<file path="src/hw/rtl/trp_ram.sv">
// Generic single write port RAM with a registered read port.
module trp_ram #(
   parameter int WIDTH = 8,
   parameter int DEPTH = 32
) (
   input  logic                     clock,
   input  logic                     we,
   input  logic [$clog2(DEPTH)-1:0] waddr,
   input  logic [WIDTH-1:0]         wdata,
   input  logic [$clog2(DEPTH)-1:0] raddr,
   output logic [WIDTH-1:0]         rdata
);

   logic [WIDTH-1:0] mem [DEPTH];
   logic [WIDTH-1:0] rdata_ff;

   always_ff @(posedge clock) begin
      if (we) begin
         mem[waddr] <= wdata;
      end
      rdata_ff <= mem[raddr];
   end

   assign rdata = rdata_ff;

endmodule

</file>
<file path="config.mk">
export PLATFORM = sky130hd
export DESIGN_NAME = trp_ram
export DESIGN_NICKNAME = d
export VERILOG_FILES = /design/src/hw/rtl/trp_ram.sv
export SDC_FILE = /design/constraint.sdc
export NUM_CORES = 1
export LEC_CHECK = 0
export ABC_AREA = 0
export BUFFER_PORTS_ARGS = -buffer_cell sky130_fd_sc_hd__buf_2
export CORE_ASPECT_RATIO = 1.4
export CORE_UTILIZATION = 29
export DETAILED_ROUTE_END_ITERATION = 10
export SLEW_MARGIN = 0
export SYNTH_ARGS = -nofsm -noshare
export SYNTH_HDL_FRONTEND = slang
export SYNTH_SLANG_ARGS = --single-unit
</file>
<file path="constraint.sdc">
create_clock -name clock -period 2.5 [get_ports clock]
set_input_delay 0.5 -clock clock [delete_from_list [all_inputs] [get_ports clock]]
set_output_delay 0.5 -clock clock [all_outputs]
set_load 0.01 [all_outputs]
</file>
Word level (Yosys, flattened, before mapping)
Memories as Yosys holds them, arrays and structs flattened. A register that Yosys moved wholly into a read port is not among the register bits.
Index checks and enable logic that the tools add are counted.
{"block": "word_totals", "ff_bits": 0, "mem_bits_rw": 256, "inputBits": 20, "output_inout_bits": 8, "word_cells": 3, "n_memories": 1}
{"name": "mem", "depth": 32, "word_bits": 8, "read_ports": 1, "rd_clocked_by_memory_dff": 1, "write_ports": 1, "line": "14", "source": "logic [WIDTH-1:0] mem [DEPTH];"}
{"block": "op_classes", "n_mux": 2}
{"operator": "$mux W1", "count": 2}

Logic depth before layout (Yosys ltp)
Gate-level depths: netlist (run 1).
{"block": "logic_depth", "depth_word": 2, "ltp_mapped": 5, "mapped_depth_nobuf": 3}

Worst setup path before layout (run 1)
No wires, ideal clock.
{"block": "synth_path", "path_type": "input port to flip-flop", "start": "in raddr[2]", "end": "reg rdata_ff[0] (netlist: rdata[0]) (read register of mem)", "setup_ps": 121, "t_arrival_ps": 2182, "path_slack_ps": 198, "path_stages": 5, "cell_sequence": "clkbuf_1 > clkbuf_1 > mux4_2 > mux4_2 > mux2_2"}
{"item": "start: declaration", "line": "10", "source": "input logic [$clog2(DEPTH)-1:0] raddr,"}
{"item": "end: declaration", "line": "15", "source": "logic [WIDTH-1:0] rdata_ff;"}

==> run metrics, run 1 <==
GRT overflow=0; PD cells=759 mW/mm^2; final setup fails=0; max-slew violation total from the final report=0; Antenna Nets Post-Route=0; Final Critical Period=1.93 ns; Longest Clk Path Bufs=3; NumNets Final=516; Worst Setup Start Kind=input port; Worst Tran Pin Value=0.662 ns; Slowest cell on crit path=mux4_2; kind of end point of the critical path=flip-flop; First-pass DRT Iterations=4; PortBufs=27; status=completed; worst hold endpoint=rdata[1]; H-tree Lvls=1; num rows=80; YS warnings=0; Setup TNS Final=0 ns; worst skew pair latency=0.52 ns; Data required, critical path=2.91 ns; max incr delay on CP=0.56 ns; vias in the first global route=4891; CP most frequent cell=mux4_2; WHS Path Cells=2; Final Total Pwr=8980 uW; Unique masters post-synth=15; Worst Reg-to-Reg Cells=3; Max Clock Skew=0.0159 ns; largest cells by area after synthesis=edfxtp_1, mux4_2, dfxtp_1, nor2_1, mux2_2; clk root buf=clkbuf_16; die height=222 um; area leader, netlist=edfxtp_1; Avg Cell Area, Syn=24.1 um^2; Max Freq=517 MHz; initial core utilization=29.5%; Hold Crit Class=input port to flip-flop; post-CTS sizing=0; Pleak=0.00372 uW; sequential share of the synthesized area=78.1%; Avg WL per Cell=22.7 um; most frequent cells in the layout=edfxtp_1, mux4_2, buf_4, nor2_1, buf_2; share of cells above drive strength 1=39.1%; final WL=21900 um; clock sink count=264; vias per inst=4.68; Mapped Cells=417; clock slew at reported path FFs=0.07 ns; Fin. Hold Viols=0; die footprint=0.0354 mm^2; min-delay src=raddr[3]; first-pass GRT wire length=32900 um; fillcell total=3082; hold_ws=0.439 ns; CTS tree=built; Post-CTS Setup Bufs=0; Slew headroom=55.8%; # DRC=0; largest net degree at the start of global routing=49; Arrival @ worst endpoint=2.34 ns; commonest non-fill, non-tap cell in the layout=edfxtp_1; RSZ-0062 raised after global routing=no; vias=4515; post-synth top area share=76.5%; routability cong.=0.748; hpwl dp=14400 um; CP Max Fanout=32; initial antenna violation count=3; gr usage total=12.7%; worst vdd ir=0.414 mV; FF+latch count, synth=264; hold buffers post-CTS=0; fin crit share=77.4%; Cell Chain, Critical Path=buf_4 -> buf_12 -> mux4_2 -> mux4_2 -> mux2_2; syn nets=437; DIE WIDTH=159 um; Reg2Reg Setup Slack=0.65 ns; worst r2r src=mem[29][2]; final instance area=0.0118 mm^2; placed inst area=0.0111 mm^2; core area=0.0341 mm^2; area delta synth->final=17.6%; reg2reg end=rdata[2]; DR iter-0 viols=296; critical path class=input port to flip-flop; CTS buffer count=23; I/O pin count=28; fin util=34.6%; max-cap violations=0; synthesized area=0.0101 mm^2
## through the flow
step / setup WS, ns / cells
after floorplan: 0.198 / 417
after global placement: 0.0136 / 922
after detailed placement: 0.0113 / 922
after CTS: 0.553 / 963
after global routing: 0.511 / 964
final: 0.565 / 964
## worst max-delay path by stage
stage / from / endpoint / slack [ns] / depth (start not counted)
final: raddr[0] / rdata[3] / 0.57 / 5
after global placement: raddr[0] / rdata[4] / 0.01 / 5
after floorplan: raddr[2] / rdata[0] / 0.20 / 5
after global routing: raddr[0] / rdata[4] / 0.51 / 5
after detailed placement: raddr[0] / rdata[3] / 0.01 / 5
after CTS: raddr[0] / rdata[3] / 0.55 / 5
## worst max-delay path: cells and delay by family
| kind | cells | cell delay [ns] |
|---|---|---|
| multiplexers | 3 | 1.37 |
| buffers and inverters | 2 | 0.44 |
## per-layer routing
| metal | vias to the layer above | GRT usage [%] | wire [um] |
|---|---|---|---|
| li1 | 1925 | - | - |
| met1 | 2437 | 15.7 | 8790 |
| met2 | 110 | 22.2 | 11500 |
| met3 | 39 | 2.33 | 979 |
| met4 | 4 | 4.78 | 619 |
| met5 | - | 0 | 26 |
## flip-flops by register name, indices dropped and copies added, names as in the netlist
signal / flops
mem: 256
rdata: 8
## synthesized netlist by cell type
library cell	count
buf_1	6
buf_2	1
buf_4	6
buf_6	1
clkbuf_1	6
dfxtp_1	8
edfxtp_1	256
mux2_2	8
mux4_2	80
nand2_1	1
nand3_1	2
nand3b_1	5
nor2_1	33
or3_1	1
or3b_2	3
## power breakdown
group	internal, uW	total (uW)	switching, uW
Combinational	217	480	263
Clock	2020	3560	1540
Sequential	4920	4940	18.5
## cells by family (layout without fill, tap and decap cells)
family,after synthesis,after routing,synth area share [%]
buffers and inverters,20,115,1.06
other,0,1,0
muxes,88,88,18.8
and+or+nand+nor,45,45,2.07
DFF,264,264,78.1
## area by class of cell
class / count / area, um^2 / share of cell area [%]
clock inverters: 11 / 113 / 0.953
flip-flops and latches: 264 / 7850 / 66.4
repair buffers: 74 / 553 / 4.68
well taps: 451 / 564 / 4.77
diodes: 1 / 2.50 / 0.0212
multi-input cells: 133 / 2100 / 17.8
clock buffers: 30 / 642 / 5.43
Power figures use the tool's default switching activity.
==> run 2: changes to the inputs <==
Clock period 2.5 ns to 1.8 ns, I/O delays scaled along.
==> run 2 against run 1 <==
The flow now finishes with violations (setup timing). Non-clock buffer count is 9 higher. Sequential power increased by 39%. Power rose by 39%. Design area rose by 1.2%. Sequential share of layout area decreased by 0.76 points. Flip-flop and latch count is the same. Worst setup slack lost 0.59 ns. Global-route usage shrank 0.52 points. Routed wire length is 3.0% lower. Utilization rose by 0.40 points. Final cell count up 0.73%.
==> run metrics, run 2 (same netlist as run 1, synthesis figures left out) <==
status=finished with violations; violated checks=setup timing; PD cells=1040 mW/mm^2 (+37%); gr usage total=12.2% (-0.52 points); clock slew at reported path FFs=0.07 ns (about the same); fin worst setup slack=-0.0235 ns (-0.589 ns); max-slew violation total from the final report=0 (unchanged); Pleak=0.00380 uW (+2.2%); routability cong.=0.774 (+3.6%); DR iter-0 viols=266 (-10%); Max Clock Skew=0.0132 ns (-0.00277 ns); critical path class=flip-flop to flip-flop; most frequent cells in the layout=edfxtp_1, mux4_2, buf_4, nor2_1, buf_2; vias=4450 (-1.4%); initial core utilization=29.5% (unchanged); PortBufs=27 (unchanged); Sequential Area=0.00785 mm^2 (unchanged); fillcell total=3073 (-0.29%); worst r2r src=mem[18][7]; max-cap violations=0 (unchanged); CTS buffer count=22 (-4.3%); Worst Tran Pin Value=0.644 ns (-0.0188 ns); final setup fails=3 (+3); Data required, critical path=2.20 ns (-0.71 ns); vias per inst=4.58 (-2.2%); Biggest register=mem; largest net degree at the start of global routing=34 (-31%); NumNets Final=524 (+1.6%); min-delay src=raddr[3]; initial antenna violation count=5 (+2); # DRC=0 (unchanged); First-pass DRT Iterations=4 (unchanged); I/O pin count=28 (unchanged); GRT overflow=0 (unchanged); fin crit share=101%; DIE WIDTH=159 um (unchanged); Slew headroom=57.1% (+1.3 points); area delta synth->final=19.0%; clock sink count=264 (unchanged); first-pass GRT wire length=31500 um (-4.2%); crit path launch=mem[18][7]; Setup Slack @ Placement=-0.557 ns (-0.569 ns); share of cells above drive strength 1=39.9% (+0.82 points); hpwl dp=14700 um (+2.1%); RSZ-0062 raised after global routing=yes; placed insts=927 (+0.54%); worst vdd ir=0.533 mV (+29%); final WL=21200 um (-3.0%); Final Critical Period=1.82 ns; CP Max Fanout=1 (-97%); CTS tree=built; die footprint=0.0354 mm^2 (unchanged); num rows=80 (unchanged); hold_ws=0.328 ns (-0.111 ns); core area=0.0341 mm^2 (unchanged); die height=222 um (unchanged); H-tree Lvls=1 (unchanged); commonest non-fill, non-tap cell in the layout=edfxtp_1; worst skew pair latency=0.51 ns (about the same); Worst Setup Start Kind=flip-flop; Longest Clk Path Bufs=3 (unchanged); kind of end point of the critical path=flip-flop; Hold Crit Class=input port to flip-flop; clk root buf=clkbuf_16; vias in the first global route=4819 (-1.5%); Antenna Nets Post-Route=0 (unchanged); Max Freq=548 MHz; Avg WL per Cell=21.9 um (-3.7%); Arrival @ worst endpoint=2.22 ns (-0.12 ns); Fin. Hold Viols=0 (unchanged); max FFs per register=256 (unchanged); Non-Filler Instances=971 (+0.73%); Multi-input gate area=0.00213 mm^2 (+1.3%)
==> run 2: timing repair <==
item | in CTS | in global routing
pin swaps | 0 | 0
cloned | 0 | 1
buffers inserted | 0 | 3
endpoints found under the setup margin | 7 | 8
resized for setup | 5 | 2
hold buffers | 0 | 0
==> run 2: report_power, final <==
| part | internal (uW) | switching (uW) |
|---|---|---|
| clock | 2850 | 2040 |
| combinational | 347 | 378 |
| sequential | 6830 | 26.3 |
| total | 10000 | 2440 |
==> run 2: routing by layer <==
metal,part of all wire [%],up-vias,global-route usage [%]
met5,0.22,-,0
li1,-,1943,-
met2,56,110,23.1
met1,37,2351,13.6
met3,5.3,38,2.33
met4,2.2,8,4.00
==> run 2: path summary, 6_finish.rpt <==
path | to | depth (start not counted) | slack [ns]
worst max-delay path | rdata[7] | 3 | -0.02
worst min-delay path | rdata[1] | 2 | 0.33
worst max register to register | rdata[7] | 3 | -0.02
worst min register to register | rdata[3] | 3 | 0.91
==> run 2: layout make-up <==
type | instances | share of cell area (%)
tap | 451 | 4.72
clock buffer | 29 | 5.17
antenna | 1 | 0.0209
sequential | 264 | 65.6
multi-input combinational | 133 | 17.8
timing repair buffer | 83 | 5.65
clock inverter | 10 | 1.05
==> run 2: through the flow <==
stage | utilization, % | instance area (um^2) | TNS (ns) | total power, uW
global route | 35.0 | 12000 | -0.203 | 12800
global placement | 32.6 | 11100 | -3.83 | 7690
finish | 35.0 | 12000 | -0.0382 | 12500
floorplan | - | 10200 | -1.26 | 7390
detailed placement | 32.6 | 11100 | -3.97 | 7710
CTS | 34.9 | 11900 | -0.0986 | 12600
==> run 2: worst max-delay path, stage by stage (launching register included) <==
cell	delay (ns)
edfxtp_1	0.40
mux4_2	0.48
mux4_2	0.55
mux2_4	0.28
