[src/hw/rtl/trp_pkg.sv]
// Package of the tile residency policy core: sizes, codes and shared types.
package trp_pkg;

   localparam int MAX_TILES   = 32;
   localparam int COORD_WIDTH = 24;
   localparam int ID_WIDTH    = 5;
   localparam int RANK_WIDTH  = 6;
   localparam int ACT_WIDTH   = 3;
   localparam int KIND_WIDTH  = 2;
   localparam int CSR_IDX_WIDTH = 2;
   localparam int SQ_WIDTH    = 2 * COORD_WIDTH + 1;
   localparam int SUM_WIDTH   = 2 * COORD_WIDTH + 2;
   localparam int ROOT_WIDTH  = SUM_WIDTH / 2;
   localparam int SCORE_WIDTH = COORD_WIDTH + 3;
   localparam int GEOM_WIDTH  = 4 * COORD_WIDTH;

   localparam logic [ACT_WIDTH-1:0] ACT_LOAD   = 3'd0;
   localparam logic [ACT_WIDTH-1:0] ACT_MARK   = 3'd1;
   localparam logic [ACT_WIDTH-1:0] ACT_UPDATE = 3'd2;
   localparam logic [ACT_WIDTH-1:0] ACT_QUERY  = 3'd3;
   localparam logic [ACT_WIDTH-1:0] ACT_CLEAR  = 3'd4;

   localparam logic [KIND_WIDTH-1:0] KIND_PAGE_IN  = 2'd0;
   localparam logic [KIND_WIDTH-1:0] KIND_PAGE_OUT = 2'd1;
   localparam logic [KIND_WIDTH-1:0] KIND_DONE     = 2'd2;
   localparam logic [KIND_WIDTH-1:0] KIND_QUERY    = 2'd3;

   localparam logic [CSR_IDX_WIDTH-1:0] CSR_MAX_DISTANCE = 2'd0;
   localparam logic [CSR_IDX_WIDTH-1:0] CSR_HYSTERESIS   = 2'd1;
   localparam logic [CSR_IDX_WIDTH-1:0] CSR_BUDGET       = 2'd2;

   localparam logic [RANK_WIDTH-1:0] BUDGET_RESET = RANK_WIDTH'(MAX_TILES);

   typedef enum logic [3:0] {
      ST_IDLE,
      ST_READ,
      ST_SQUARE,
      ST_SUM,
      ST_ROOT,
      ST_SCORE,
      ST_RANK_LOAD,
      ST_RANK,
      ST_SCAN_IN,
      ST_SCAN_OUT,
      ST_DONE
   } state_type;

   typedef struct packed {
      logic                          cand;
      logic [ID_WIDTH-1:0]           id;
      logic signed [SCORE_WIDTH-1:0] score;
   } token_type;

   typedef struct packed {
      logic                          load;
      logic                          mark;
      logic                          clear;
      logic                          score_wr;
      logic                          rank_start;
      logic                          rank_shift;
      logic                          commit;
      logic [ID_WIDTH-1:0]           sel;
      logic                          cand;
      logic signed [SCORE_WIDTH-1:0] score;
      logic [RANK_WIDTH-1:0]         budget;
   } cell_cmd_type;

   typedef struct packed {
      logic loaded;
      logic resident;
      logic visible;
      logic want;
   } cell_stat_type;

endpackage

[src/hw/rtl/trp_cell.sv]
// One tile cell: flags, score and rank, passing its ranking token along the ring.
module trp_cell (
   input  logic                            clock,
   input  logic                            reset,
   input  logic [trp_pkg::ID_WIDTH-1:0]    cell_id,
   input  trp_pkg::cell_cmd_type           cmd,
   input  trp_pkg::token_type              token_in,
   output trp_pkg::token_type              token_out,
   output trp_pkg::cell_stat_type          stat
);

   logic                                  loaded_ff, resident_ff, visible_ff, cand_ff;
   logic signed [trp_pkg::SCORE_WIDTH-1:0] score_ff;
   logic [trp_pkg::RANK_WIDTH-1:0]         rank_ff;
   trp_pkg::token_type                     tok_ff;
   logic                                   hit, beats, want;

   always_comb begin
      hit   = (cmd.sel == cell_id);
      beats = tok_ff.cand && (($signed(tok_ff.score) > score_ff) ||
              (($signed(tok_ff.score) == score_ff) && (tok_ff.id < cell_id)));
      want  = cand_ff && (rank_ff < cmd.budget);
   end

   always_ff @(posedge clock) begin
      if (reset) begin
         loaded_ff   <= 1'b0;
         resident_ff <= 1'b0;
         visible_ff  <= 1'b0;
         cand_ff     <= 1'b0;
      end else if (cmd.clear) begin
         loaded_ff   <= 1'b0;
         resident_ff <= 1'b0;
         visible_ff  <= 1'b0;
      end else begin
         if (cmd.load && hit) begin
            loaded_ff <= 1'b1;
         end
         if (cmd.mark && hit) begin
            visible_ff <= 1'b1;
         end
         if (cmd.score_wr && hit) begin
            cand_ff <= cmd.cand;
         end
         if (cmd.commit) begin
            resident_ff <= want;
            visible_ff  <= 1'b0;
         end
      end
   end

   always_ff @(posedge clock) begin
      if (cmd.score_wr && hit) begin
         score_ff <= cmd.score;
      end
      if (cmd.rank_start) begin
         rank_ff      <= '0;
         tok_ff.cand  <= cand_ff;
         tok_ff.id    <= cell_id;
         tok_ff.score <= score_ff;
      end else if (cmd.rank_shift) begin
         rank_ff <= rank_ff + trp_pkg::RANK_WIDTH'(beats);
         tok_ff  <= token_in;
      end
   end

   assign token_out     = tok_ff;
   assign stat.loaded   = loaded_ff;
   assign stat.resident = resident_ff;
   assign stat.visible  = visible_ff;
   assign stat.want     = want;

endmodule

[config.mk]
export PLATFORM = sky130hd
export DESIGN_NAME = trp_cell
export DESIGN_NICKNAME = d
export VERILOG_FILES = /design/src/hw/rtl/trp_pkg.sv /design/src/hw/rtl/trp_cell.sv
export SDC_FILE = /design/constraint.sdc
export NUM_CORES = 1
export LEC_CHECK = 0
export BUFFER_PORTS_ARGS = -buffer_cell sky130_fd_sc_hd__buf_2
export CAP_MARGIN = 5
export CELL_PAD_IN_SITES_DETAIL_PLACEMENT = 1
export CELL_PAD_IN_SITES_GLOBAL_PLACEMENT = 1
export CORE_ASPECT_RATIO = 0.8
export CORE_MARGIN = 2
export CORE_UTILIZATION = 31
export CTS_CLUSTER_SIZE = 28
export DETAILED_ROUTE_END_ITERATION = 10
export GPL_TIMING_DRIVEN = 0
export PLACE_DENSITY_LB_ADDON = 0.25
export SLEW_MARGIN = 40
export SYNTH_ARGS = -nofsm -noshare
export SYNTH_HDL_FRONTEND = slang
export SYNTH_SLANG_ARGS = --single-unit
[constraint.sdc]
create_clock -name clock -period 3 [get_ports clock]
set_clock_uncertainty 0.15 [all_clocks]
set_input_delay 0.6 -clock clock [delete_from_list [all_inputs] [get_ports clock]]
set_output_delay 0.6 -clock clock [all_outputs]
set_load 0.01 [all_outputs]
### Yosys cells after proc, flatten, opt, wreduce, memory -nomap -nowiden

Cells that the tools add are included.

* mux-type cells: 2
* reductions and logical operators: 11
* eq/ne operators: 2
* $lt $le $gt $ge: 3
* $add $sub $neg: 1
* bitwise gates (word level): 1

Operators by type and width (number)
* $mux W33: 2
* $eq A27 B27 Y1: 1
* $gt A27 B27 Y1: 1
* $add A6 B1 Y6: 1
* $logic_and A1 B1 Y1: 6
* $lt A6 B6 Y1: 1
* $eq A5 B5 Y1: 1
* $lt A5 B5 Y1: 1
* $reduce_or A3 Y1: 1
* $reduce_and A2 Y1: 1
* $reduce_bool A2 Y1: 1
* $reduce_or A2 Y1: 1
* $logic_or A1 B1 Y1: 1
* $not A1 Y1: 1

* register bits after elaboration: 70
* output and inout bits: 37
* bits of input ports: 86
* word-level logic and storage cells: 29

### Depth between registers and ports, before layout

Gate-level depths: netlist (run 1).

* depth in word-level cells: 5
* gate-level depth with buffers: 14
* mapped depth without buffers: 14

### Worst setup path after synthesis (run 1)

OpenSTA, ideal clock, no wires.

* path kind: reg-to-reg
* start: reg tok_ff (netlist bit token_out[16])
* end: reg rank_ff[5] (netlist name)
* arrival: 2.652 ns
* setup time: 0.071 ns
* path buffers: 0
* cell stages (with the launch flop): 13
* clock period less this slack: 2.873 ns
* path slack: 0.127 ns
* cell sequence: edfxtp_1 ha_1 a21oi_1 o221ai_2 o21a_1 a2111oi_2 o21ai_1 xnor2_1 o211a_1 ha_1 nand4_1 or3_1 a21oi_1

* word-level cells in the longest chain between the ends: 5
* elaborated cells on any way between the ends: 6
* those cells by class: add/sub: 1; order compare: 1; eq/ne: 1; reduce/logical: 3

RTL lines
* start: declaration: line trp_cell.sv:15 `trp_pkg::token_type tok_ff;`
* start signal: assignment: line trp_cell.sv:63 `tok_ff <= token_in;`
* branches (longest 2 deep; another with $gt A27 B27 Y1)
* $logic_or A1 B1 Y1 *: line trp_cell.sv:20 `beats = tok_ff.cand && (($signed(tok_ff.score) > score_ff) ||`
* $logic_and A1 B1 Y1 *: line trp_cell.sv:20
* $add A6 B1 Y6 *: line trp_cell.sv:62 `rank_ff <= rank_ff + trp_pkg::RANK_WIDTH'(beats);`
* end signal: assignment: line trp_cell.sv:62
* end: declaration: line trp_cell.sv:14 `logic [trp_pkg::RANK_WIDTH-1:0] rank_ff;`

Mark *: on every way between the ends.
A chain may end at the register's enable or synchronous reset.

### Worst setup path in the final report (run 1)

* start: reg score_ff[24] (netlist name)
* end: reg rank_ff[5] (netlist name)

* word-level cells in the longest chain between the ends: 5
* elaborated cells on any way between the ends: 6
* those cells by class: add/sub: 1; order compare: 1; eq/ne: 1; reduce/logical: 3

RTL lines
* start: declaration: line trp_cell.sv:13 `logic signed [trp_pkg::SCORE_WIDTH-1:0] score_ff;`
* start signal: assignment: line trp_cell.sv:54 `score_ff <= cmd.score;`
* branches (longest 2 deep; another with $gt A27 B27 Y1)
* $logic_or A1 B1 Y1 *: line trp_cell.sv:20
* $logic_and A1 B1 Y1 *: line trp_cell.sv:20
* $add A6 B1 Y6 *: line trp_cell.sv:62

Marked as above.

==> qor.yml, run 1 <==
drive_gt1_share_pct: 48.0
nFillCells: 1274
crit_top_cell: "ha_4"
rsz0062_at_grt: "true"
worstSkewPairLatency_ps: 330
p_seq_share_pct: 48.2
grt_max_degree: 34
dp_hpwl_um: 6740
cp-end-kind: "flop"
crit_chain: "inv_2 -> ha_4 -> a21o_1 -> a21o_2 -> a2111oi_4 -> o21ai_1 -> xnor2_1 -> o211a_1 -> ha_4 -> nand4_1 -> or3_1 -> a21oi_2"
hold-worst-slack_ps: 296
start_util_pct: 31.6
grt_util_met3_pct: 5.20
die_h_um: 100
pwr-share-clk_pct: 38.2
cts.sinks: 70
clockBufferDepth: 2
whs_path_depth: 1
min_period_ps: 2970
syn_inst: 277
antennaDiodeCount: 0
cts.reportedPaths.clkPinSlew_ps: 50
startpoint_type: "flop"
core_mm2: 0.0114
synth_area_mm2: 0.00361
combPwrFrac_pct: 13.6
power_density_mw_per_mm2: 487
max-slew-margin-rel_pct: 55.8
gr-total-overflow: 0
setup_viol: 0
worstReg2RegEnd: "rank_ff[5]$_SDFFE_PP0P_"
drtIter0Drc: 64
r2r_cells: 12
io_buffers: 120
path_class: "reg2reg"
vias: 2610
grt_pass1_wl_um: 14100
syn_nets: 401
period_share_pct: 98.9
worst_ep_arrival_time_ps: 3080
syn2layout_area_growth_pct: 35.2
p_leak_nw: 2.15
synth_edf_count: 60
pre_cts_ws_ps: -287
synth_warnings: 0
finalHoldViolations: 0
cap_viol_max_count: 0
slowest_stage: "edfxtp_1"
synth_cell_types: 39
worstPathMaxFanout: 2
async_flop_share_pct: 0
vdd_drop_max_v: 0.000245
required_ps: 3110
busiest_layer: "met2"
synth.avg_cell_area_um2: 13.0
ant_nets: 0
drc_errors: 0
die_w_um: 125
crit_buf_inv: 1
wirelength_um: 8950
gp_congestion: 0.702
gr-usage-met2_pct: 24.5
worstMarginPinSlew_ps: 663
hp-class: "in2reg"
fin_nets: 538
first_pass_iters: 4
fin_ws_ps: 31.7
root_buffer: "clkbuf_16"
wl_per_cell_um: 15.8
switchingPower_uw: 562
cts_tree: "built"
fmaxAchievable_mhz: 337
yosys_register_bits: 70
intPower_mw: 1.81
grt_util_met1_pct: 17.7
seq_area_frac_synth_pct: 55.5
grt_pass1_vias: 2806
cpPeakStageDelay_ps: 410
synthFlopType: "edfxtp_1"
cts_buffers: 9
sw_frac_of_total_pct: 23.6
worstHoldStart: "cmd[18]"
die-area_mm2: 0.0125
antenna_found_initial: 0
viasPerCell: 4.62
hold_end: "score_ff[12]$_DFFE_PP_"
worstReg2RegStart: "score_ff[24]$_DFFE_PP_"
htreeDepth: 3
io_pins: 123
maxSlewViolCount: 0
grtUsageTotal_pct: 14.6
r2r_setup_slack_ps: 30
outcome: "completed"
critPathTopFamily: "compound AO/OA/AOI/OAI gates"
rows: 35
## synth_stat cells (all sizes together) (2+ instances only)
cell | n | area [um^2]
mux2 | 33 | 372
nand3 | 4 | 20.0
dfxtp | 10 | 200
clkbuf | 2 | 7.51
xnor2 | 4 | 35.0
nor3 | 4 | 20.0
a21oi | 15 | 82.6
ha | 38 | 475
buf | 7 | 41.3
o21a | 2 | 15.0
o21ai | 6 | 30.0
nor2 | 11 | 41.3
nand4 | 8 | 50.1
nand2 | 6 | 22.5
a21o | 4 | 31.3
edfxtp | 60 | 1800
nor4 | 2 | 12.5
xor2 | 5 | 43.8
inv | 36 | 135
mux2i | 3 | 30.0
nor2b | 2 | 12.5
nand2b | 2 | 12.5
## metrics by stage
stage | util [%] | power, mW | area, um^2 | TNS (ps) | cells
after floorplan | - | 1.31 | 3610 | 0 | 277
after global placement | 38.4 | 1.45 | 4390 | -8530 | 545
after detailed placement | 38.7 | 1.46 | 4420 | -1150 | 546
after CTS | 42.0 | 2.40 | 4800 | 0 | 563
after global routing | 42.7 | 2.48 | 4880 | -162 | 565
final | 42.7 | 2.38 | 4880 | 0 | 565
## registers in the layout (all words and copies together) (netlist names)
signal / count
cand_ff: 1
loaded_ff: 1
rank_ff: 6
resident_ff: 1
score_ff: 27
token_out: 33
visible_ff: 1
## cell families after synthesis
| family | after synthesis | share of synthesized area (%) |
|---|---|---|
| adders and majority gates | 38 | 13.2 |
| muxes | 36 | 11.1 |
| xor gates and xnor gates | 9 | 2.19 |
| buffers and inverters | 45 | 5.10 |
| and+or+nand+nor | 45 | 6.49 |
| AOI/OAI and AO/OA | 34 | 6.42 |
| DFF | 70 | 55.5 |
## power by group through the flow
stage | clock [mW] | combinational, mW | sequential [mW]
detailed placement | 0 | 0.301 | 1.16
global route | 0.970 | 0.360 | 1.15
finish | 0.908 | 0.323 | 1.14
floorplan | 0 | 0.140 | 1.17
global placement | 0 | 0.292 | 1.16
CTS | 0.941 | 0.320 | 1.14
## layer usage
layer,routed length [um],share of wire (%)
met3,608,6.8
met2,4300,48
met1,3930,44
met4,104,1.2
met5,0,0
## timing repair
item / 4_1_cts / 5_1_grt
hold buffers: 0 / 0
setup endpoints to repair: 6 / 4
buffers inserted: 3 / 2
pin swaps: 14 / 10
gates resized for setup: 16 / 11
## area by class of cell
class / count / area [um^2] / share of cell area (%)
Sequential cell: 70 / 2000 / 41.1
Multi-Input combinational cell: 162 / 1600 / 32.7
Timing Repair Buffer: 126 / 666 / 13.7
Clock buffer: 9 / 225 / 4.62
Tap cell: 148 / 185 / 3.80
Inverter: 36 / 135 / 2.77
Buffer: 9 / 48.8 / 1.00
Clock inverter: 5 / 18.8 / 0.385
## worst max path at each step
stage | startpoint | cells past startpoint | end | slack [ps]
after floorplan | token_out[16]$_DFFE_PP_ | 12 | rank_ff[5]$_SDFFE_PP0P_ | 130
after global placement | cell_id[4] | 8 | cand_ff$_SDFFE_PP0P_ | -460
after detailed placement | token_out[26]$_DFFE_PP_ | 10 | rank_ff[5]$_SDFFE_PP0P_ | -290
after CTS | token_out[17]$_DFFE_PP_ | 12 | rank_ff[5]$_SDFFE_PP0P_ | 4
after global routing | score_ff[18]$_DFFE_PP_ | 13 | rank_ff[5]$_SDFFE_PP0P_ | -110
final | score_ff[24]$_DFFE_PP_ | 12 | rank_ff[5]$_SDFFE_PP0P_ | 30
## placed cells by master (no fill, tap or decap), types with 6 or more instances in the layout
master     count
ha_1          29
a21oi_1       11
buf_4          9
nand4_1        8
inv_1         31
ha_4           9
buf_2        120
nand2_1        6
edfxtp_1      60
mux2_2        33
dfxtp_1       10
nor2_1        10
clkbuf_16      9
No activity file was read; power rests on OpenSTA's default activity.
==> run 2: changes to the inputs <==
RECOVER_POWER = 25   (was default)
==> run 2 against run 1 <==
  * Core utilization is the same
  * Clock power is essentially flat
  * Cell count is the same
  * Wire length is essentially flat
  * First-iteration DRC count is the same
  * Largest cell class unchanged
==> qor.yml, run 2 (synthesized netlist as in run 1, its figures left out) <==
gr-total-overflow: 0  # unchanged
worst_ep_arrival_time_ps: 3080  # about the same
syn2layout_area_growth_pct: 35.2  # unchanged
grtUsageTotal_pct: 14.6  # unchanged
worstPathMaxFanout: 2  # unchanged
placed_cell_area_mm2: 0.00442  # unchanged
start_util_pct: 31.6  # unchanged
io_pins: 123  # unchanged
antenna_found_initial: 0  # unchanged
ant_nets: 0  # unchanged
grt_pass1_wl_um: 14100  # unchanged
crit_buf_inv: 1  # unchanged
maxSlewViolCount: 0  # unchanged
drive_gt1_share_pct: 48.0  # unchanged
gp_congestion: 0.702  # unchanged
critPathTopFamily: "compound AO/OA/AOI/OAI gates"
vias: 2610  # unchanged
crit_chain: "inv_2 -> ha_4 -> a21o_1 -> a21o_2 -> a2111oi_4 -> o21ai_1 -> xnor2_1 -> o211a_1 -> ha_4 -> nand4_1 -> or3_1 -> a21oi_2"
die_h_um: 100  # unchanged
wirelength_um: 8950  # about the same
largest_reg_flops: 33  # unchanged
cts_hold_buf: 0  # unchanged
viasPerCell: 4.62  # unchanged
final_cell_area_mm2: 0.00488  # unchanged
finish.utilization_pct: 42.7  # unchanged
drtIter0Drc: 64  # unchanged
cp-end-kind: "flop"
required_ps: 3110  # about the same
core_mm2: 0.0114  # unchanged
max-slew-margin-rel_pct: 55.8  # about the same
worstMarginPinSlew_ps: 663  # +0.000894 ps
cap_viol_max_count: 0  # unchanged
fmaxAchievable_mhz: 337  # unchanged
rows: 35  # unchanged
drc_errors: 0  # unchanged
dp_hpwl_um: 6740  # unchanged
cts_buffers: 9  # unchanged
vdd_drop_max_v: 0.000245  # unchanged
fin_ws_ps: 31.7  # unchanged
clockBufferDepth: 2  # unchanged
wl_per_cell_um: 15.8  # about the same
setup_viol: 0  # unchanged
final_cell_mix: "120 x buf_2, 60 x edfxtp_1, 33 x mux2_2, 31 x inv_1, 29 x ha_1"
worstSkewPairLatency_ps: 330  # about the same
cts.reportedPaths.clkPinSlew_ps: 50  # about the same
slowest_stage: "edfxtp_1"
r2r_setup_slack_ps: 30  # about the same
layout_commonest_cell: "buf_2"
path_class: "reg2reg"
startpoint_type: "flop"
startpoint: "score_ff[24]$_DFFE_PP_"
die-area_mm2: 0.0125  # unchanged
pre_cts_ws_ps: -287  # unchanged
period_share_pct: 98.9  # unchanged
hold-worst-slack_ps: 296  # unchanged
cpPeakStageDelay_ps: 410  # about the same
power_density_mw_per_mm2: 487  # about the same
nFillCells: 1274  # unchanged
crit_path_end: "rank_ff[5]$_SDFFE_PP0P_"
p_leak_nw: 2.15  # unchanged
die_w_um: 125  # unchanged
grt_max_degree: 34  # unchanged
worstReg2RegStart: "score_ff[24]$_DFFE_PP_"
first_pass_iters: 4  # unchanged
finalHoldViolations: 0  # unchanged
outcome: "completed"
cts.sinks: 70  # unchanged
cp.depth: 12  # unchanged
crit_top_cell: "ha_4"
worstReg2RegEnd: "rank_ff[5]$_SDFFE_PP0P_"
power_mw: 2.38  # about the same
min_period_ps: 2970  # unchanged
cts_tree: "built"
root_buffer: "clkbuf_16"
grt_pass1_vias: 2806  # unchanged
rsz0062_at_grt: "true"
antennaDiodeCount: 0  # unchanged
htreeDepth: 3  # unchanged
hp-class: "in2reg"
r2r_cells: 12  # unchanged
io_buffers: 120  # unchanged
fin_nets: 538  # unchanged
[run 2: report_power, final]
group	internal, mW	switching [mW]
logic	0.166	0.157
registers	1.11	0.0312
clock network	0.535	0.373
[run 2: how the worst min path moves through the flow]
stage,cells after the start,startpoint,to
after floorplan,2,rank_ff[5]$_SDFFE_PP0P_,rank_ff[5]$_SDFFE_PP0P_
after global placement,2,rank_ff[5]$_SDFFE_PP0P_,rank_ff[5]$_SDFFE_PP0P_
after detailed placement,2,visible_ff$_SDFFE_PP0P_,visible_ff$_SDFFE_PP0P_
after CTS,1,cmd[22],score_ff[16]$_DFFE_PP_
after global routing,1,cmd[8],score_ff[2]$_DFFE_PP_
final,1,cmd[18],score_ff[12]$_DFFE_PP_
[run 2: worst register-to-register path, stage by stage, from the launching register on]
cell and delay [ps]:
edfxtp_1 410, inv_2 90, ha_4 200, a21o_1 150, a21o_2 200, a2111oi_4 340
o21ai_1 120, xnor2_1 250, o211a_1 210, ha_4 150, nand4_1 120, or3_1 390
a21oi_2 110
[run 2: layout make-up]
class,count,area [um^2],share of cell area [%]
clock buffer,9,225,4.62
tap,148,185,3.80
buffer,9,48.8,1.00
sequential,70,2000,41.1
timing repair buffer,126,666,13.7
inverter,36,135,2.77
multi-input combinational,162,1600,32.7
clock inverter,5,18.8,0.385
[run 2: metal layers]
layer  global-route usage [%]  vias up  share of wire [%]
met4                     5.01        0                1.2
met5                        0        -                  0
met1                     17.7     1247                 44
li1                         -     1279                  -
met2                     24.5       76                 48
met3                     5.20        8                6.8
[run 2: per-stage QoR]
stage / cells / setup TNS [ps]
CTS: 563 / 0
detailed placement: 546 / -1150
global route: 565 / -162
global placement: 545 / -8530
finish: 565 / 0
floorplan: 277 / 0
[run 2: timing repair]
action                                  CTS  global route
endpoints found under the setup margin    6             4
buffers inserted                          3             2
pin swaps                                14            10
cloned                                    0             0
resized for setup                        16            11
