===== src/hw/rtl/trp_pkg.sv =====
// Package of the tile residency policy core: sizes, codes and shared types.
package trp_pkg;

   localparam int MAX_TILES   = 32;
   localparam int COORD_WIDTH = 24;
   localparam int ID_WIDTH    = 5;
   localparam int RANK_WIDTH  = 6;
   localparam int ACT_WIDTH   = 3;
   localparam int KIND_WIDTH  = 2;
   localparam int CSR_IDX_WIDTH = 2;
   localparam int SQ_WIDTH    = 2 * COORD_WIDTH + 1;
   localparam int SUM_WIDTH   = 2 * COORD_WIDTH + 2;
   localparam int ROOT_WIDTH  = SUM_WIDTH / 2;
   localparam int SCORE_WIDTH = COORD_WIDTH + 3;
   localparam int GEOM_WIDTH  = 4 * COORD_WIDTH;

   localparam logic [ACT_WIDTH-1:0] ACT_LOAD   = 3'd0;
   localparam logic [ACT_WIDTH-1:0] ACT_MARK   = 3'd1;
   localparam logic [ACT_WIDTH-1:0] ACT_UPDATE = 3'd2;
   localparam logic [ACT_WIDTH-1:0] ACT_QUERY  = 3'd3;
   localparam logic [ACT_WIDTH-1:0] ACT_CLEAR  = 3'd4;

   localparam logic [KIND_WIDTH-1:0] KIND_PAGE_IN  = 2'd0;
   localparam logic [KIND_WIDTH-1:0] KIND_PAGE_OUT = 2'd1;
   localparam logic [KIND_WIDTH-1:0] KIND_DONE     = 2'd2;
   localparam logic [KIND_WIDTH-1:0] KIND_QUERY    = 2'd3;

   localparam logic [CSR_IDX_WIDTH-1:0] CSR_MAX_DISTANCE = 2'd0;
   localparam logic [CSR_IDX_WIDTH-1:0] CSR_HYSTERESIS   = 2'd1;
   localparam logic [CSR_IDX_WIDTH-1:0] CSR_BUDGET       = 2'd2;

   localparam logic [RANK_WIDTH-1:0] BUDGET_RESET = RANK_WIDTH'(MAX_TILES);

   typedef enum logic [3:0] {
      ST_IDLE,
      ST_READ,
      ST_SQUARE,
      ST_SUM,
      ST_ROOT,
      ST_SCORE,
      ST_RANK_LOAD,
      ST_RANK,
      ST_SCAN_IN,
      ST_SCAN_OUT,
      ST_DONE
   } state_type;

   typedef struct packed {
      logic                          cand;
      logic [ID_WIDTH-1:0]           id;
      logic signed [SCORE_WIDTH-1:0] score;
   } token_type;

   typedef struct packed {
      logic                          load;
      logic                          mark;
      logic                          clear;
      logic                          score_wr;
      logic                          rank_start;
      logic                          rank_shift;
      logic                          commit;
      logic [ID_WIDTH-1:0]           sel;
      logic                          cand;
      logic signed [SCORE_WIDTH-1:0] score;
      logic [RANK_WIDTH-1:0]         budget;
   } cell_cmd_type;

   typedef struct packed {
      logic loaded;
      logic resident;
      logic visible;
      logic want;
   } cell_stat_type;

endpackage


===== src/hw/rtl/trp_isqrt.sv =====
// Bit-serial integer square root, one result bit per cycle.
module trp_isqrt (
   input  logic                             clock,
   input  logic                             reset,
   input  logic                             start,
   input  logic [trp_pkg::SUM_WIDTH-1:0]    value,
   output logic                             done,
   output logic [trp_pkg::ROOT_WIDTH-1:0]   root
);

   localparam int NW = trp_pkg::SUM_WIDTH;
   localparam int RW = trp_pkg::SUM_WIDTH + 1;
   localparam int CW = $clog2(trp_pkg::ROOT_WIDTH);

   logic [NW-1:0] n_ff, n_in;
   logic [RW-1:0] r_ff, r_in;
   logic [NW-1:0] bit_ff, bit_in;
   logic [CW-1:0] cnt_ff, cnt_in;
   logic          busy_ff, busy_in;
   logic          done_ff, done_in;
   logic [RW-1:0] trial;

   always_comb begin
      trial   = r_ff + RW'(bit_ff);
      n_in    = n_ff;
      r_in    = r_ff;
      bit_in  = bit_ff;
      cnt_in  = cnt_ff;
      busy_in = busy_ff;
      done_in = 1'b0;
      if (start) begin
         n_in    = value;
         r_in    = '0;
         bit_in  = NW'(1) << (NW - 2);
         cnt_in  = '0;
         busy_in = 1'b1;
      end else if (busy_ff) begin
         if (RW'(n_ff) >= trial) begin
            n_in = n_ff - NW'(trial);
            r_in = (r_ff >> 1) + RW'(bit_ff);
         end else begin
            r_in = r_ff >> 1;
         end
         bit_in = bit_ff >> 2;
         cnt_in = cnt_ff + CW'(1);
         if (cnt_ff == CW'(trp_pkg::ROOT_WIDTH - 1)) begin
            busy_in = 1'b0;
            done_in = 1'b1;
         end
      end
   end

   always_ff @(posedge clock) begin
      if (reset) begin
         busy_ff <= 1'b0;
         done_ff <= 1'b0;
      end else begin
         busy_ff <= busy_in;
         done_ff <= done_in;
      end
      n_ff   <= n_in;
      r_ff   <= r_in;
      bit_ff <= bit_in;
      cnt_ff <= cnt_in;
   end

   assign done = done_ff;
   assign root = r_ff[trp_pkg::ROOT_WIDTH-1:0];

endmodule


===== config.mk =====
export PLATFORM = sky130hd
export DESIGN_NAME = trp_isqrt
export DESIGN_NICKNAME = d
export VERILOG_FILES = /design/src/hw/rtl/trp_pkg.sv /design/src/hw/rtl/trp_isqrt.sv
export SDC_FILE = /design/constraint.sdc
export NUM_CORES = 1
export LEC_CHECK = 0
export BUFFER_PORTS_ARGS = -buffer_cell sky130_fd_sc_hd__clkbuf_2
export CAP_MARGIN = 20
export CELL_PAD_IN_SITES_DETAIL_PLACEMENT = 0
export CELL_PAD_IN_SITES_GLOBAL_PLACEMENT = 1
export CORE_MARGIN = 2
export CORE_UTILIZATION = 51
export CTS_CLUSTER_SIZE = 30
export DETAILED_ROUTE_END_ITERATION = 8
export PLACE_DENSITY_LB_ADDON = 0.1
export SYNTH_ARGS = -nofsm -noshare
export SYNTH_HDL_FRONTEND = slang
export SYNTH_SLANG_ARGS = --single-unit

===== constraint.sdc =====
create_clock -name clock -period 19.1 [get_ports clock]
set_clock_uncertainty 0.05 [all_clocks]
set_input_delay 1.91 -clock clock [delete_from_list [all_inputs] [get_ports clock]]
set_output_delay 1.91 -clock clock [all_outputs]
set_load 0.02 [all_outputs]

; ---- Word-level counts from Yosys, hierarchy flattened
; Index checks and enable logic that the tools add are counted.
; W data, S select, Z words.
[word_totals]
ff_bits = 133
in_bits = 53
elab_cells = 25
[op_classes]
addsub = 4
magnitude_cmp = 1
n_eq_ne = 1
muxes = 8
bitwise = 1
n_reduce_logical = 4
[op_table]
columns = operator, count
row1 = $mux W50, 3
row2 = $add A50 B49 Y51, 1
row3 = $add A51 B49 Y51, 1
row4 = $ge A50 B51 Y1, 1
row5 = $mux W51, 1
row6 = $sub A50 B50 Y50, 1
row7 = $add A5 B1 Y5 const B, 1
row8 = $eq A5 B5 Y1 const B, 1
row9 = $mux W1, 4
row10 = $reduce_bool A2 Y1, 2
row11 = $reduce_or A3 Y1, 1
row12 = $reduce_and A2 Y1, 1
row13 = $not A1 Y1, 1

; ---- Depth between registers and ports, before layout
; Gate-level depths: netlist (run 1).
[depth]
ltp_word = 5
depth_mapped = 25

; ---- Worst setup path after synthesis (run 1)
; No wires, ideal clock.
[synth_path]
path_kind = register -> register
startpoint = register r_ff[4]
endpoint = register n_ff[0] (enable)
arrival_time_ns = 8.036
slack_ns = 10.488
path_stages_with_launch = 23
n_path_buf = 4
cell_sequence = dfxtp_1 ha_1 a211oi_1 a211oi_1 a21boi_0 nor3_1 o311ai_0 a21oi_1 nor3_1 o21ai_0 xnor2_1 ha_1 buf_2 nand4_2 nor3_2 nand2_1 or4_1 o21ai_2 nand4_2 buf_6 buf_6 buf_2 o21ai_0
[synth_via]
elab_chain_len = 4
[synth_rtl]
columns = item, line_no
row1 = "start, declared", trp_isqrt.sv:16  ; logic [RW-1:0] r_ff, r_in;
row2 = "start signal, assigned", trp_isqrt.sv:62  ; r_ff <= r_in;
row3 = $add A51 B49 Y51, trp_isqrt.sv:24  ; trial = r_ff + RW'(bit_ff);
row4 = $ge A50 B51 Y1, trp_isqrt.sv:38  ; if (RW'(n_ff) >= trial) begin
row5 = $reduce_bool A2 Y1 (no line), -
row6 = $reduce_and A2 Y1 (no line), -
row7 = "end signal, assigned", trp_isqrt.sv:61  ; n_ff <= n_in;
row8 = "end, declared", trp_isqrt.sv:15  ; logic [NW-1:0] n_ff, n_in;
; No other way between the ends.
; A chain may end at the register's enable or synchronous reset.

; ---- Final worst setup path (run 1)
[layout_path]
startpoint = register r_ff[4]
endpoint = register r_ff[35]
[layout_via]
elab_chain_len = 3
[layout_rtl]
columns = item, line_no
row1 = $add A51 B49 Y51, trp_isqrt.sv:24
row2 = $ge A50 B51 Y1, trp_isqrt.sv:38
row3 = $mux W51 (*), trp_isqrt.sv:38
; Mark *: on every way between the ends. The rest lies on a longest branch, timed or not.

==> flow_metrics.env, run 1 <==
export IMPL_status="finished clean"
export IMPL_setup_tns_ps=0
export IMPL_routed_wirelength_mm=36.7
export IMPL_rsz0062_at_grt="no"
export IMPL_grt_ovfl_total=0
export IMPL_fmax_mhz=145
export IMPL_clk_pin_slew_ps=60
export IMPL_endpoint_kind="register"
export IMPL_grt_antenna_before_repair=0
export IMPL_cts_sinks=133
export IMPL_viasPerCell=6.22
export IMPL_dr_pass1_iters=5
export IMPL_drv_slew=0
export IMPL_grt_max_degree=89
export IMPL_cp_max_fo=64
export IMPL_coreArea_um2=24300
export IMPL_fin_hold_ws_ps=453
export IMPL_ys_seq_elements=133
export IMPL_hold_viol_final=0
export IMPL_hold_start="r_ff[0]"
export IMPL_num_vias=12000
export IMPL_hold_end="r_ff[0]"
export IMPL_fin_crit_sh=0.360
export IMPL_antenna_left=0
export IMPL_num_rows=57
export IMPL_syn_area_um2=12700
export IMPL_die_h_um=162
export IMPL_synth_common_cells="nand2_1, nor2_1, o21ai_0, ha_1, a21oi_1"
export IMPL_numPortBuffers=78
export IMPL_async_flop_share=0
export IMPL_postCtsSetupRepairBufs=0
export IMPL_fillCellCount=2344
export IMPL_cts_buffers=17
export IMPL_cp_top_family="compound AO/OA/AOI/OAI gates"
export IMPL_synth_edf_count=50
export IMPL_vdd_ir_drop_worst_v=0.0000672
export IMPL_clk_latency_ps=440
export IMPL_crit_reg2reg_capture="r_ff[35]"
export IMPL_cp_depth=20
export IMPL_gp_congestion=0.898
export IMPL_min_path_type="reg -> reg"
export IMPL_die_area_um2=26100
export IMPL_critical_path_class="reg -> reg"
export IMPL_maxCapViolCount=0
export IMPL_netlist_top_cells_area="dfxtp_1, edfxtp_1, ha_1"
export IMPL_die_width_um=162
export IMPL_n_antenna_cell=0
export IMPL_grt_pass1_vias=11100
export IMPL_regToRegSetupSlack_ps=12220
export IMPL_setup_violations=0
export IMPL_leakagePower_nw=5.19
export IMPL_required_ps=19380
export IMPL_tightest_slew_ps=898
export IMPL_yosysSeqAreaShare=0.250
export IMPL_final_cells=1923
export IMPL_postCtsHoldBufs=0
export IMPL_syn_area_per_cell_um2=7.92
export IMPL_syn2layout_area_growth_pct=6.66
export IMPL_slowest_delay_ps=630
export IMPL_wl_per_cell_um=19.1
export IMPL_clk_path_buf_depth=2
export IMPL_cp_arrival_ps=7170
export IMPL_powerDensity_nw_per_um2=118
export IMPL_cts_root_buffer="clkbuf_16"
export IMPL_htree_levels=4
export IMPL_yosysMostFrequentCell="nand2_1"
export IMPL_cp_slowest_cell="o311ai_0"
export IMPL_synth_flop_cell="dfxtp_1"
export IMPL_io_pins=79
export IMPL_first_iter_violations=736
export IMPL_crit_buf_inv=1
export IMPL_p_total_mw=1.59
export IMPL_nNetsFinal=1744
export IMPL_drive_above_1_share=0.103
export IMPL_grt_pass1_wl_mm=58.9
export IMPL_yosysTopAreaCellShare=0.131
export IMPL_slew_limit_headroom=0.397
export IMPL_ys_warnings_count=0
export IMPL_start_util=0.521
export IMPL_rr_worst_depth=20
export IMPL_syn_num_nets=1758
export IMPL_synth_top_cell_by_area="dfxtp_1"
export IMPL_hold_depth=2
export IMPL_drcViolationCount=0
export IMPL_fin_crit_ps=6880
export IMPL_track_usage=0.281
export IMPL_r2r_start="r_ff[4]"
export IMPL_cts_tree="done"
export IMPL_cts_repair_resized=0
export IMPL_cp_start_kind="register"
export IMPL_dpl_cell_count=1891
export IMPL_hpwl_mm=27.3
export IMPL_path_cells="ha_1 -> a211oi_1 -> a211oi_1 -> a21boi_0 -> nor3_1 -> o311ai_0 -> a21oi_1 -> nor3_1 -> o21ai_0 -> xnor2_1 -> ha_1 -> nand4_2 -> nor3_2 -> nand2_1 -> or4_1 -> o21ai_2 -> nand4_2 -> buf_4 -> or3_1 -> a311oi_1"
export IMPL_syn_inst=1600
export IMPL_ys_types=89
==> worst min-delay path, cell delays in order, from the launching register on <==
cell      delay [ps]
dfxtp_1          320
nor2_1            80
a311oi_1          50
==> registers in the layout (all words and copies together), names as in the netlist <==
register and count:
bit_ff 25, cnt_ff 5, n_ff 50, done 1, busy_ff 1, r_ff 51
==> worst max path at each step <==
| stage | from | endpoint | slack, ps |
|---|---|---|---|
| detailed placement | r_ff[4] | n_ff[10] | 12320 |
| global route | r_ff[4] | r_ff[33] | 11650 |
| global placement | r_ff[4] | n_ff[38] | 12490 |
| floorplan | r_ff[4] | n_ff[0] | 10490 |
| CTS | r_ff[4] | n_ff[20] | 12300 |
| finish | r_ff[4] | r_ff[35] | 12220 |
==> stage by stage <==
step                      utilization  setup WS [ps]  instance area (µm²)
after floorplan                     -          10490                12700
after detailed placement        0.531          12320                12900
after CTS                       0.555          12300                13500
after global placement          0.531          12490                12900
after global routing            0.555          11650                13500
final                           0.555          12220                13500
==> final cells by class <==
class / count / area (µm²) / area share
inverter: 44 / 165 / 0.0122
sequential: 133 / 3170 / 0.234
clock buffer: 20 / 479 / 0.0355
tap: 324 / 405 / 0.0300
timing repair buffer: 86 / 453 / 0.0335
clock inverter: 12 / 114 / 0.00843
multi-input combinational: 1304 / 8720 / 0.646
==> layout by cell type (no fill, tap or decap), drive strengths merged, types with 19 or more instances in the layout <==
cell | synthesis | routed
inv | 44 | 48
o21bai | 25 | 25
nand4 | 41 | 41
a21oi | 89 | 89
edfxtp | 50 | 50
nor2 | 155 | 155
o21ai | 128 | 128
ha | 104 | 104
mux2i | 37 | 37
and3 | 19 | 19
clkbuf | 54 | 97
a31oi | 45 | 45
nand2 | 161 | 161
nand3 | 38 | 38
or3 | 29 | 29
xor2 | 36 | 36
dfxtp | 83 | 83
a211oi | 24 | 24
xnor2 | 60 | 60
a311oi | 34 | 34
nor3 | 48 | 48
a21o | 27 | 27
==> routing by layer <==
layer,track usage,vias up,routed length (µm)
met5,0,-,0
met2,0.498,274,17700
met1,0.360,5684,16500
met3,0.0300,45,1540
met4,0.0836,0,866
li1,-,5950,-
==> logic make-up after synthesis <==
logic type / synth area share
flip-flops: 0.250
multiplexers: 0.0346
buffers and inverters: 0.0622
XOR/XNOR: 0.0664
adder cells (fa/ha/maj): 0.104
AND/OR/NAND/NOR: 0.218
AO/OA/AOI/OAI: 0.264
==> report_power, final <==
part | internal [mW] | switching, mW
Sequential | 0.371 | 0.0526
Combinational | 0.310 | 0.517
Clock | 0.196 | 0.141
Total | 0.877 | 0.711
Note: power is estimated with default switching activity, not from simulation.
==> inputs of run 2 (changes only) <==
--- a/config.mk
+++ b/config.mk
@@ -5,12 +5,13 @@
 export SDC_FILE = /design/constraint.sdc
 export NUM_CORES = 1
 export LEC_CHECK = 0
+export ABC_AREA = 1
 export BUFFER_PORTS_ARGS = -buffer_cell sky130_fd_sc_hd__clkbuf_2
 export CAP_MARGIN = 20
 export CELL_PAD_IN_SITES_DETAIL_PLACEMENT = 0
 export CELL_PAD_IN_SITES_GLOBAL_PLACEMENT = 1
 export CORE_MARGIN = 2
-export CORE_UTILIZATION = 51
+export CORE_UTILIZATION = 40
 export CTS_CLUSTER_SIZE = 30
 export DETAILED_ROUTE_END_ITERATION = 8
 export PLACE_DENSITY_LB_ADDON = 0.1
==> constraint.sdc (replaced) <==
create_clock -name clock -period 6.25 [get_ports clock]
set_clock_uncertainty 0.05 [all_clocks]
set_input_delay 0.625 -clock clock [delete_from_list [all_inputs] [get_ports clock]]
set_output_delay 0.625 -clock clock [all_outputs]
set_load 0.02 [all_outputs]
==> run 2 against run 1 <==
Total power grew to 3.8 times the previous value. Count of clock-buffer cells in the layout shrank 1. Sequential cell count is the same. First-iteration DRC count grew 43%. Die area grew 39%. Maximum frequency grew 23%. Final area grew 12%. Non-clock buffer count grew 11. Critical endpoint is now n_ff[4]. Highest routed layer unchanged.
==> flow_metrics.env, run 2 <==
export IMPL_synth_top_cell_by_area="nand2_1"
export IMPL_hold_viol_final=0
export IMPL_grt_pass1_wl_mm=77.0
export IMPL_reg_largest_list="r_ff x51, n_ff x50, bit_ff x25"
export IMPL_grt_ovfl_total=0
export IMPL_status="finished clean"
export IMPL_htree_levels=4
export IMPL_cp_slowest_cell="nor2_8"
export IMPL_nNetsFinal=2418
export IMPL_leakagePower_nw=6.81
export IMPL_die_width_um=191
export IMPL_fin_hold_ws_ps=283
export IMPL_cts_buffers=17
export IMPL_io_pins=79
export IMPL_yosysMostFrequentCell="nand2_1"
export IMPL_die_h_um=191
export IMPL_drive_above_1_share=0.0796
export IMPL_maxCapViolCount=0
export IMPL_min_path_type="in -> reg"
export IMPL_cp_startpoint="r_ff[8]"
export IMPL_wl_per_cell_um=18.0
export IMPL_clk_pin_slew_ps=70
export IMPL_r2r_start="r_ff[8]"
export IMPL_clk_path_buf_depth=2
export IMPL_fin_crit_sh=0.894
export IMPL_yosysTopAreaCellShare=0.152
export IMPL_crit_reg2reg_capture="n_ff[4]"
export IMPL_tightest_slew_ps=968
export IMPL_syn2layout_area_growth_pct=9.00
export IMPL_yosysSeqAreaShare=0.227
export IMPL_mostFrequentLayoutCells="nand2_1, inv_1, nor2_1"
export IMPL_final_common_cell="nand2_1"
export IMPL_async_flop_share=0
export IMPL_regToRegSetupSlack_ps=660
export IMPL_setup_tns_ps=0
export IMPL_netlist_top_cells_area="nand2_1, dfxtp_1, edfxtp_1"
export IMPL_synth_edf_count=50
export IMPL_fmax_mhz=179
export IMPL_syn_inst=2230
export IMPL_grt_pass1_vias=14000
export IMPL_cp_top_family="simple AND/OR/NAND/NOR gates"
export IMPL_rr_worst_depth=26
export IMPL_syn_num_nets=2388
export IMPL_critical_path_class="reg -> reg"
export IMPL_syn_area_per_cell_um2=6.25
export IMPL_hold_depth=2
export IMPL_powerDensity_nw_per_um2=393
export IMPL_crit_buf_inv=2
export IMPL_synth_flop_cell="dfxtp_1"
export IMPL_cp_max_fo=50
export IMPL_cts_tree="done"
export IMPL_cts_sinks=133
export IMPL_required_ps=6370
export IMPL_grt_max_degree=79
export IMPL_cts_root_buffer="clkbuf_16"
export IMPL_dr_pass1_iters=6
export IMPL_ys_warnings_count=0
export IMPL_rsz0062_at_grt="no"
export IMPL_cp_arrival_ps=5710
export IMPL_syn_area_um2=13900
export IMPL_slowest_delay_ps=530
export IMPL_num_rows=68
export IMPL_drv_slew=0
export IMPL_track_usage=0.274
export IMPL_setup_violations=0
export IMPL_antenna_left=0
export IMPL_p_total_mw=5.97
export IMPL_vdd_ir_drop_worst_v=0.000227
export IMPL_die_area_um2=36400
export IMPL_postCtsHoldBufs=0
export IMPL_coreArea_um2=34500
export IMPL_viasPerCell=5.32
export IMPL_fin_crit_ps=5590
export IMPL_worstSetupEndpoint="n_ff[4]"
export IMPL_path_common_cell="nand2_1"
export IMPL_gp_congestion=0.934
export IMPL_clk_latency_ps=460
export IMPL_routed_wirelength_mm=49.1
export IMPL_endpoint_kind="register"
export IMPL_hpwl_mm=38.7
export IMPL_cts_repair_resized=0
export IMPL_first_iter_violations=1054
export IMPL_postCtsSetupRepairBufs=0
export IMPL_dpl_cell_count=2696
export IMPL_slew_limit_headroom=0.348
export IMPL_synth_common_cells="nand2_1, inv_1, nor2_1, a21oi_1, nand3_1"
export IMPL_numPortBuffers=78
export IMPL_largest_register_ff_count=51
export IMPL_cp_depth=26
export IMPL_cp_start_kind="register"
export IMPL_grt_antenna_before_repair=0
export IMPL_ys_seq_elements=133
export IMPL_largest_register="r_ff"
export IMPL_drcViolationCount=0
export IMPL_ys_types=53
export IMPL_final_cells=2728
export IMPL_num_vias=14500
export IMPL_start_util=0.405
export IMPL_n_antenna_cell=0
-- run 2: changes by cell type after synthesis, moves of 23 or more --
cell	before	now
a21oi_1	86	171
a311oi_1	34	0
a31oi_1	44	19
inv_1	43	282
mux2i_1	37	0
nand2_1	161	565
nand3_1	36	149
nand4_1	39	64
nor2_1	155	226
nor3_1	47	24
or3_1	28	0
xor2_1	36	61
-- run 2: final cells by class --
cell class	count	area, µm²
inverters	288	1080
multi-input cells	1723	9250
repair buffers	97	561
flip-flops and latches	133	3160
clock inverters	13	124
fillers	3793	19300
clock buffers	19	443
well taps	455	569
-- run 2: report_power, final --
group | internal, mW | total [mW] | switching, mW
registers | 1.17 | 1.37 | 0.197
clock network | 0.563 | 1.02 | 0.455
logic | 1.22 | 3.58 | 2.37
-- run 2: through the flow --
| stage | utilization | setup WS (ps) | area (µm²) |
|---|---|---|---|
| global placement | 0.424 | 688 | 14600 |
| global route | 0.441 | 204 | 15200 |
| finish | 0.441 | 663 | 15200 |
| floorplan | - | 783 | 13900 |
| detailed placement | 0.424 | 769 | 14600 |
| CTS | 0.441 | 724 | 15200 |
-- run 2: per-layer routing --
layer	GRT usage	vias to the layer above	wire length, µm
met4	0.0793	0	1040
li1	-	7438	-
met2	0.438	401	21800
met1	0.388	6614	23900
met3	0.0309	50	2380
met5	0	-	0
-- run 2: cell families after synthesis --
kind of cell / synth area share
DFF: 0.227
xor gates and xnor gates: 0.0641
AOI/OAI and AO/OA: 0.165
and+or+nand+nor: 0.340
adders and majority gates: 0.0948
buffers and inverters: 0.110
-- run 2: how the worst min path moves through the flow --
stage	from	to	slack [ps]
3_5_place_dp	r_ff[0]	r_ff[0]	440
3_3_place_gp	r_ff[0]	r_ff[0]	440
5_1_grt	reset	busy_ff	280
4_1_cts	reset	busy_ff	260
2_1_floorplan	r_ff[0]	r_ff[0]	400
6_report	reset	busy_ff	280
